$ cat config.mk
export PLATFORM = sky130hd
export DESIGN_NAME = worst_fit_partition_allocator_top
export DESIGN_NICKNAME = d
export VERILOG_FILES = /design/src/hdl/wfpa_pkg.sv /design/src/hdl/wfpa_datapath.sv /design/src/hdl/wfpa_ctrl.sv /design/src/hdl/worst_fit_partition_allocator_top.sv
export SDC_FILE = /design/constraint.sdc
export NUM_CORES = 2
export LEC_CHECK = 0
export ABC_AREA = 1
export BUFFER_PORTS_ARGS = -buffer_cell sky130_fd_sc_hd__clkbuf_2
export CAP_MARGIN = 5
export CELL_PAD_IN_SITES_DETAIL_PLACEMENT = 0
export CELL_PAD_IN_SITES_GLOBAL_PLACEMENT = 1
export CORE_UTILIZATION = 52
export DETAILED_ROUTE_END_ITERATION = 10
export PLACE_DENSITY = 0.82
export SYNTH_ARGS = -nofsm -noshare
export SYNTH_HDL_FRONTEND = slang
export SYNTH_SLANG_ARGS = --single-unit
$ cat constraint.sdc
create_clock -name clock -period 7.95 [get_ports clock]
set_clock_uncertainty 0.15 [all_clocks]
set_input_delay 0.795 -clock clock [delete_from_list [all_inputs] [get_ports clock]]
set_output_delay 0.795 -clock clock [all_outputs]
set_load 0.005 [all_outputs]
$ cat src/hdl/wfpa_pkg.sv
// shared types, constants and the reset layout of the worst fit allocator
package wfpa_pkg;

   // sizes of the address space and of the range table
   localparam int MEM_SIZE    = 1024;
   localparam int TABLE_DEPTH = 64;
   localparam int ADDR_W      = 10;
   localparam int SIZE_W      = 11;
   localparam int IDX_W       = $clog2(TABLE_DEPTH);
   localparam int CNT_W       = $clog2(TABLE_DEPTH + 1);
   localparam int INIT_COUNT  = 4;

   // result status codes
   typedef enum logic [1:0] {
      ST_GRANT = 2'd0,
      ST_NOFIT = 2'd1,
      ST_FULL  = 2'd2,
      ST_BAD   = 2'd3
   } wfpa_status_type;

   // pointer operations
   typedef enum logic [2:0] {
      PTR_HOLD,
      PTR_CLR,
      PTR_INC,
      PTR_DEC,
      PTR_TOP
   } wfpa_ptr_op_type;

   // one table entry
   typedef struct packed {
      logic [ADDR_W-1:0] start;
      logic [ADDR_W-1:0] last;
      logic              taken;
   } wfpa_entry_type;

   // controller to datapath
   typedef struct packed {
      logic            init_wr;
      logic            load_req;
      logic            scan_rd;
      logic            shift_rd;
      logic            split_wr;
      logic            best_wr;
      logic            set_result;
      wfpa_ptr_op_type ptr_op;
      wfpa_status_type code;
   } wfpa_cmd_type;

   // datapath to controller
   typedef struct packed {
      logic size_zero;
      logic init_end;
      logic scan_end;
      logic shift_end;
      logic found;
      logic left_nz;
      logic full;
      logic need_shift;
      logic rsp_free;
   } wfpa_sts_type;

   // reset layout of the first table entries
   function automatic wfpa_entry_type init_entry(input logic [IDX_W-1:0] idx);
      wfpa_entry_type e;
      e = '0;
      case (idx)
         IDX_W'(0): begin
            e.start = ADDR_W'(0);
            e.last  = ADDR_W'(199);
            e.taken = 1'b1;
         end
         IDX_W'(1): begin
            e.start = ADDR_W'(200);
            e.last  = ADDR_W'(499);
         end
         IDX_W'(2): begin
            e.start = ADDR_W'(500);
            e.last  = ADDR_W'(699);
         end
         IDX_W'(3): begin
            e.start = ADDR_W'(700);
            e.last  = ADDR_W'(MEM_SIZE - 1);
         end
         default: e = '0;
      endcase
      return e;
   endfunction

endpackage

$ cat src/hdl/wfpa_datapath.sv
// range table memory, worst fit scan registers, insert shifter and result register
module wfpa_datapath import wfpa_pkg::*; (
   input  logic                clock,
   input  logic                reset,
   input  logic [SIZE_W-1:0]   req_request_size,
   input  wfpa_cmd_type        cmd,
   output wfpa_sts_type        sts,
   output logic                rsp_valid,
   input  logic                rsp_ready,
   output logic [1:0]          rsp_status,
   output logic [ADDR_W-1:0]   rsp_grant_start,
   output logic [ADDR_W-1:0]   rsp_grant_end
);

   wfpa_entry_type        entry_mem_ff [TABLE_DEPTH];
   wfpa_entry_type        rdata_ff;
   logic [IDX_W-1:0]      ptr_ff, ptr_in;
   logic [IDX_W-1:0]      idx_ff;
   logic                  eval_ff;
   logic                  shv_ff;
   logic [IDX_W-1:0]      shwa_ff;
   logic [CNT_W-1:0]      count_ff;
   logic [SIZE_W-1:0]     size_ff;
   logic                  found_ff;
   logic [IDX_W-1:0]      best_idx_ff;
   logic [SIZE_W-1:0]     best_left_ff;
   logic [ADDR_W-1:0]     best_start_ff;
   logic [ADDR_W-1:0]     best_last_ff;
   logic                  rsp_valid_ff;
   wfpa_status_type       rsp_status_ff;
   logic [ADDR_W-1:0]     rsp_start_ff;
   logic [ADDR_W-1:0]     rsp_end_ff;

   logic                  wr_en;
   logic [IDX_W-1:0]      wr_addr;
   wfpa_entry_type        wr_data;
   logic [SIZE_W-1:0]     len;
   logic [SIZE_W-1:0]     left;
   logic                  better;
   logic [SIZE_W-1:0]     split_start_w;
   logic [SIZE_W-1:0]     grant_last_w;

   // address arithmetic on the chosen range
   assign split_start_w = SIZE_W'(best_start_ff) + size_ff;
   assign grant_last_w  = SIZE_W'(best_start_ff) + size_ff - SIZE_W'(1);

   // write port select
   always_comb begin
      wr_en   = 1'b0;
      wr_addr = ptr_ff;
      wr_data = rdata_ff;
      if (cmd.init_wr) begin
         wr_en   = 1'b1;
         wr_addr = ptr_ff;
         wr_data = init_entry(ptr_ff);
      end else if (shv_ff) begin
         wr_en   = 1'b1;
         wr_addr = shwa_ff;
         wr_data = rdata_ff;
      end else if (cmd.split_wr) begin
         wr_en         = 1'b1;
         wr_addr       = best_idx_ff + IDX_W'(1);
         wr_data.start = split_start_w[ADDR_W-1:0];
         wr_data.last  = best_last_ff;
         wr_data.taken = 1'b0;
      end else if (cmd.best_wr) begin
         wr_en         = 1'b1;
         wr_addr       = best_idx_ff;
         wr_data.start = best_start_ff;
         wr_data.last  = grant_last_w[ADDR_W-1:0];
         wr_data.taken = 1'b1;
      end
   end

   // table memory, one write and one registered read per cycle
   always_ff @(posedge clock) begin
      if (wr_en) begin
         entry_mem_ff[wr_addr] <= wr_data;
      end
      rdata_ff <= entry_mem_ff[ptr_ff];
   end

   // leftover of the entry just read
   always_comb begin
      if (rdata_ff.last >= rdata_ff.start) begin
         len = SIZE_W'(rdata_ff.last) - SIZE_W'(rdata_ff.start) + SIZE_W'(1);
      end else begin
         len = '0;
      end
      left   = len - size_ff;
      better = !rdata_ff.taken && (len >= size_ff) && (!found_ff || (left > best_left_ff));
   end

   // table pointer
   always_comb begin
      case (cmd.ptr_op)
         PTR_HOLD: ptr_in = ptr_ff;
         PTR_CLR:  ptr_in = '0;
         PTR_INC:  ptr_in = ptr_ff + IDX_W'(1);
         PTR_DEC:  ptr_in = ptr_ff - IDX_W'(1);
         PTR_TOP:  ptr_in = IDX_W'(count_ff - CNT_W'(1));
         default:  ptr_in = ptr_ff;
      endcase
   end

   // control registers
   always_ff @(posedge clock) begin
      if (reset) begin
         ptr_ff       <= '0;
         eval_ff      <= 1'b0;
         shv_ff       <= 1'b0;
         count_ff     <= CNT_W'(INIT_COUNT);
         found_ff     <= 1'b0;
         rsp_valid_ff <= 1'b0;
      end else begin
         ptr_ff  <= ptr_in;
         eval_ff <= cmd.scan_rd;
         shv_ff  <= cmd.shift_rd;
         if (cmd.load_req) begin
            found_ff <= 1'b0;
         end else if (eval_ff && better) begin
            found_ff <= 1'b1;
         end
         if (cmd.best_wr && (best_left_ff != '0)) begin
            count_ff <= count_ff + CNT_W'(1);
         end
         if (cmd.set_result) begin
            rsp_valid_ff <= 1'b1;
         end else if (rsp_ready) begin
            rsp_valid_ff <= 1'b0;
         end
      end
   end

   // payload registers
   always_ff @(posedge clock) begin
      idx_ff  <= ptr_ff;
      shwa_ff <= ptr_ff + IDX_W'(1);
      if (cmd.load_req) begin
         size_ff <= req_request_size;
      end
      if (eval_ff && better) begin
         best_idx_ff   <= idx_ff;
         best_left_ff  <= left;
         best_start_ff <= rdata_ff.start;
         best_last_ff  <= rdata_ff.last;
      end
      if (cmd.set_result) begin
         rsp_status_ff <= cmd.code;
         if (cmd.code == ST_GRANT) begin
            rsp_start_ff <= best_start_ff;
            rsp_end_ff   <= grant_last_w[ADDR_W-1:0];
         end else begin
            rsp_start_ff <= '0;
            rsp_end_ff   <= '0;
         end
      end
   end

   // status to the controller
   always_comb begin
      sts.size_zero  = (req_request_size == '0);
      sts.init_end   = (ptr_ff == IDX_W'(INIT_COUNT - 1));
      sts.scan_end   = (CNT_W'(ptr_ff) == (count_ff - CNT_W'(1)));
      sts.shift_end  = (ptr_ff == (best_idx_ff + IDX_W'(1)));
      sts.found      = found_ff;
      sts.left_nz    = (best_left_ff != '0);
      sts.full       = (count_ff == CNT_W'(TABLE_DEPTH));
      sts.need_shift = ((CNT_W'(best_idx_ff) + CNT_W'(1)) != count_ff);
      sts.rsp_free   = !rsp_valid_ff || rsp_ready;
   end

   // result channel
   assign rsp_valid       = rsp_valid_ff;
   assign rsp_status      = rsp_status_ff;
   assign rsp_grant_start = rsp_start_ff;
   assign rsp_grant_end   = rsp_end_ff;

endmodule

$ cat src/hdl/wfpa_ctrl.sv
// sequencer for table load, worst fit scan, insert shift and result hand off
module wfpa_ctrl import wfpa_pkg::*; (
   input  logic          clock,
   input  logic          reset,
   input  logic          req_valid,
   output logic          req_ready,
   output wfpa_cmd_type  cmd,
   input  wfpa_sts_type  sts
);

   typedef enum logic [3:0] {
      INIT,
      IDLE,
      SCAN,
      SCAN_WAIT,
      DECIDE,
      SHIFT,
      DRAIN,
      SPLIT,
      BEST,
      FINISH
   } state_type;

   state_type        state_ff, state_in;
   wfpa_status_type  code_ff, code_in;

   // next state and commands
   always_comb begin
      state_in       = state_ff;
      code_in        = code_ff;
      req_ready      = 1'b0;
      cmd            = '0;
      cmd.ptr_op     = PTR_HOLD;
      cmd.code       = code_ff;
      case (state_ff)
         INIT: begin
            cmd.init_wr = 1'b1;
            cmd.ptr_op  = PTR_INC;
            if (sts.init_end) begin
               state_in = IDLE;
            end
         end
         IDLE: begin
            req_ready = 1'b1;
            if (req_valid) begin
               cmd.load_req = 1'b1;
               cmd.ptr_op   = PTR_CLR;
               if (sts.size_zero) begin
                  code_in  = ST_BAD;
                  state_in = FINISH;
               end else begin
                  state_in = SCAN;
               end
            end
         end
         SCAN: begin
            cmd.scan_rd = 1'b1;
            cmd.ptr_op  = PTR_INC;
            if (sts.scan_end) begin
               state_in = SCAN_WAIT;
            end
         end
         SCAN_WAIT: begin
            state_in = DECIDE;
         end
         DECIDE: begin
            if (!sts.found) begin
               code_in  = ST_NOFIT;
               state_in = FINISH;
            end else if (!sts.left_nz) begin
               state_in = BEST;
            end else if (sts.full) begin
               code_in  = ST_FULL;
               state_in = FINISH;
            end else if (sts.need_shift) begin
               cmd.ptr_op = PTR_TOP;
               state_in   = SHIFT;
            end else begin
               state_in = SPLIT;
            end
         end
         SHIFT: begin
            cmd.shift_rd = 1'b1;
            cmd.ptr_op   = PTR_DEC;
            if (sts.shift_end) begin
               state_in = DRAIN;
            end
         end
         DRAIN: begin
            state_in = SPLIT;
         end
         SPLIT: begin
            cmd.split_wr = 1'b1;
            state_in     = BEST;
         end
         BEST: begin
            cmd.best_wr = 1'b1;
            code_in     = ST_GRANT;
            state_in    = FINISH;
         end
         FINISH: begin
            if (sts.rsp_free) begin
               cmd.set_result = 1'b1;
               state_in       = IDLE;
            end
         end
         default: begin
            state_in = IDLE;
         end
      endcase
   end

   // state and status code
   always_ff @(posedge clock) begin
      if (reset) begin
         state_ff <= INIT;
         code_ff  <= ST_NOFIT;
      end else begin
         state_ff <= state_in;
         code_ff  <= code_in;
      end
   end

endmodule

$ cat src/hdl/worst_fit_partition_allocator_top.sv
// top level of the worst fit partition allocator
//
//   channel   direction  handshake              payload
//   req_      in         req_valid / req_ready  req_request_size
//   rsp_      out        rsp_valid / rsp_ready  rsp_status, rsp_grant_start, rsp_grant_end
//
// one request at a time: the scan reads each of the n live table entries; an exact fit
// then marks the chosen entry taken, a split also writes the remainder behind it, and
// a split of any but the last entry first shifts the table tail up one place
// after reset the first four table entries are loaded with req_ready low
// a finished result sits in the output register; the next request is taken meanwhile,
// and only a second result waits for rsp_ready
module worst_fit_partition_allocator_top import wfpa_pkg::*; (
   input  logic                clock,
   input  logic                reset,
   input  logic                req_valid,
   output logic                req_ready,
   input  logic [SIZE_W-1:0]   req_request_size,
   output logic                rsp_valid,
   input  logic                rsp_ready,
   output logic [1:0]          rsp_status,
   output logic [ADDR_W-1:0]   rsp_grant_start,
   output logic [ADDR_W-1:0]   rsp_grant_end
);

   wfpa_cmd_type cmd;
   wfpa_sts_type sts;

   // sequencer
   wfpa_ctrl u_ctrl (
      .clock     (clock),
      .reset     (reset),
      .req_valid (req_valid),
      .req_ready (req_ready),
      .cmd       (cmd),
      .sts       (sts)
   );

   // table and result datapath
   wfpa_datapath u_datapath (
      .clock            (clock),
      .reset            (reset),
      .req_request_size (req_request_size),
      .cmd              (cmd),
      .sts              (sts),
      .rsp_valid        (rsp_valid),
      .rsp_ready        (rsp_ready),
      .rsp_status       (rsp_status),
      .rsp_grant_start  (rsp_grant_start),
      .rsp_grant_end    (rsp_grant_end)
   );

endmodule
==> results.sh <==
export IMPL_ys_top_cells_by_count="edfxtp_1, nor2_1, o21ai_0"
export IMPL_timing_final_crit_share=0.773
export IMPL_ctsResizeCount=0
export IMPL_critPathBufInv=3
export IMPL_crit_slowest_cell="nor2_4"
export IMPL_p_int_uw=18200
export IMPL_clkPwrFrac=0.226
export IMPL_critical_path_top_delay_family="simple AND/OR/NAND/NOR gates"
export IMPL_switching_share=0.393
export IMPL_required_ps=8170
export IMPL_drt_initial_drc_count=4783
export IMPL_slowest_delay_ps=880
export IMPL_tritoncts="yes"
export IMPL_h_tree_depth=4
export IMPL_dr_total_vias=40300
export IMPL_antenna_found_initial=4
export IMPL_crit_fanout=37
export IMPL_first_pass_iters=8
export IMPL_yosysSeqAreaShare=0.720
export IMPL_holdPathEnd="u_datapath.size_ff[10]$_DFFE_PP_"
export IMPL_final_nets=5072
export IMPL_critPathMostFrequentCell="nand2_1"
export IMPL_wl_per_cell_um=24.4
export IMPL_p_seq_frac=0.400
export IMPL_cts_sinks=1470
export IMPL_synth_area_leaders="edfxtp_1, o21ai_0, nor2_1"
export IMPL_syn_avg_cell_area_um2=12.1
export IMPL_leakagePower_uw=0.0229
export IMPL_fillers=8988
export IMPL_hold_start="req_request_size[10]"
export IMPL_stdcell_count=6608
export IMPL_r2r_cells=29
export IMPL_cts_path_max_buffers=3
export IMPL_coreArea_um2=115000
export IMPL_status="complete, no violations"
export IMPL_clk_pin_slew_worst_paths_ps=60
export IMPL_syn_area_um2=60600
export IMPL_tightestPinTransition_ps=1390
export IMPL_critPathCaptureType="flop"
export IMPL_finalSetupViolCount=0
export IMPL_peakVddDrop_mv=0.405
export IMPL_syn_nets=5072
export IMPL_rrSetupSlack_ps=1810
export IMPL_combPwrFrac=0.374
export IMPL_synthFlopType="edfxtp_1"
export IMPL_portBuffers=38
export IMPL_cp_start_kind="flop"
export IMPL_diodes=0
export IMPL_drive_gt1_frac=0.0981
export IMPL_clk_latency_ps=770
export IMPL_worstPathArrival_ps=6360
export IMPL_grt_max_degree=207
export IMPL_viasPerCell=6.09
export IMPL_synth_cell_types=57
export IMPL_dp_hpwl_um=88400
export IMPL_criticalPathCategory="flop to flop"
export IMPL_p_per_area_nw_per_um2=446
export IMPL_rows=124
export IMPL_cts_hold_buf=0
export IMPL_die_w_um=343
export IMPL_r2r_end="u_datapath.best_last_ff[0]$_DFFE_PP_"
export IMPL_yosys_warnings=0
export IMPL_finalSetupTns_ps=0
export IMPL_grtUsageTotal=0.272
export IMPL_max_freq_mhz=163
export IMPL_io_pins=39
export IMPL_rsz0062_at_grt="no"
export IMPL_synth_async_reset_ratio=0
export IMPL_antenna_left=0
export IMPL_period_needed_ps=6140
export IMPL_synth_top_area_cell="edfxtp_1"
export IMPL_hold_depth=1
export IMPL_relSlewSlack=0.0715
export IMPL_die_height_um=343
export IMPL_yosysMostFrequentCell="edfxtp_1"
export IMPL_synth_seq_cells=1470
export IMPL_cts_setup_buffers=0
export IMPL_worstSetupStartpoint="u_datapath.rdata_ff[19]$_DFF_P_"
export IMPL_numCtsBuffers=149
export IMPL_r2r_start="u_datapath.rdata_ff[19]$_DFF_P_"
export IMPL_drc=0
export IMPL_die_area_um2=118000
export IMPL_grt_pass1_wl_um=239000
export IMPL_power_switching_uw=11800
export IMPL_finalPower_uw=30000
export IMPL_syn_to_final_growth_pct=11.1
export IMPL_synth_top_area_frac=0.701
export IMPL_gp_congestion=0.861
export IMPL_hold_class="input port to flop"
export IMPL_placed_cells=6348
export IMPL_synth_edf_count=1414
export IMPL_max_cap_viol_count=0
export IMPL_finalHoldViolCount=0
export IMPL_grt_pass1_vias=37600
export IMPL_synth_cells=4987
export IMPL_start_util=0.527
export IMPL_wirelength_um=161000
export IMPL_slew_viol_final=0
export IMPL_cts_root_buf="clkbuf_16"
export IMPL_grt_overflow=0
## layer usage
layer / GRT usage / routed length [um] / up-vias
met4: 0.109 / 6340 / 0
met3: 0.0434 / 14700 / 343
li1: - / - / 18100
met5: 0 / 0 / -
met2: 0.419 / 73900 / 2054
met1: 0.390 / 66300 / 19700
## worst max-delay path by stage
stage / to / slack [ps] / cells after the start
floorplan: u_datapath.best_idx_ff[0]$_DFFE_PP_ / 1770 / 32
global placement: u_datapath.best_start_ff[0]$_DFFE_PP_ / 1810 / 29
detailed placement: u_datapath.best_start_ff[3]$_DFFE_PP_ / 1780 / 29
CTS: u_datapath.best_last_ff[3]$_DFFE_PP_ / 1760 / 29
global route: u_datapath.best_last_ff[0]$_DFFE_PP_ / 1320 / 29
finish: u_datapath.best_last_ff[0]$_DFFE_PP_ / 1810 / 29
## per-stage QoR
step                setup WS [ps]  cell area [um2]  hold WS (ps)  utilization
floorplan                    1770            60600           176            -
global placement             1810            62700           236        0.545
detailed placement           1780            62700           239        0.545
CTS                          1760            67300          38.3        0.585
global route                 1320            67300          58.8        0.585
finish                       1810            67300          89.2        0.585
## state kept, by name (all words and copies together) (netlist names)
register                    count
u_datapath.best_left_ff        11
u_datapath.idx_ff               6
u_datapath.entry_mem_ff      1344
u_datapath.found_ff             1
u_ctrl.state_ff                 4
u_datapath.best_last_ff        10
u_datapath.best_start_ff       10
u_datapath.rsp_status           2
u_datapath.rdata_ff            21
u_datapath.best_idx_ff          6
u_datapath.shv_ff               1
u_datapath.rsp_grant_start     10
u_datapath.count_ff             7
u_datapath.size_ff             11
u_datapath.eval_ff              1
u_ctrl.code_ff                  2
u_datapath.ptr_ff               6
u_datapath.rsp_valid            1
u_datapath.rsp_grant_end       10
u_datapath.shwa_ff              6
## logic make-up (layout without fill, tap and decap cells)
| logic type | Yosys count | in the layout | share of synthesized area |
|---|---|---|---|
| AND/OR/NAND/NOR | 1697 | 1697 | 0.115 |
| AO/OA/AOI/OAI | 1256 | 1256 | 0.115 |
| buffers and inverters | 472 | 581 | 0.0320 |
| adder cells (fa/ha/maj) | 70 | 70 | 0.0153 |
| XOR/XNOR | 22 | 22 | 0.00318 |
| flip-flops | 1470 | 1470 | 0.720 |
## layout make-up
class / count / area [um2] / area share
clock buffers: 191 / 4030 / 0.0599
clock inverters: 69 / 621 / 0.00922
inverters: 184 / 711 / 0.0106
multi-input cells: 3045 / 15400 / 0.230
flip-flops and latches: 1470 / 43600 / 0.648
well taps: 1512 / 1890 / 0.0281
repair buffers: 137 / 1010 / 0.0150
## cell usage in the layout, fill, tap and decap left out, drive strengths merged, types with 63 or more instances in the layout
cell / Yosys / routed
clkbuf: 197 / 229
inv: 182 / 186
nand2: 575 / 575
edfxtp: 1414 / 1414
nand4: 69 / 69
nor2: 908 / 908
nand3: 115 / 115
o22ai: 331 / 331
o21ai: 733 / 733
ha: 63 / 63
a21oi: 120 / 120
buf: 91 / 99
## power groups by stage
stage | combinational (uW) | sequential, uW | clock, uW
3_5_place_dp | 11000 | 12100 | 0
4_1_cts | 11100 | 12000 | 6820
2_1_floorplan | 6770 | 12200 | 0
3_3_place_gp | 10900 | 12100 | 0
5_1_grt | 12200 | 12000 | 7100
6_report | 11200 | 12000 | 6760
(Power assumes the default switching activity.)
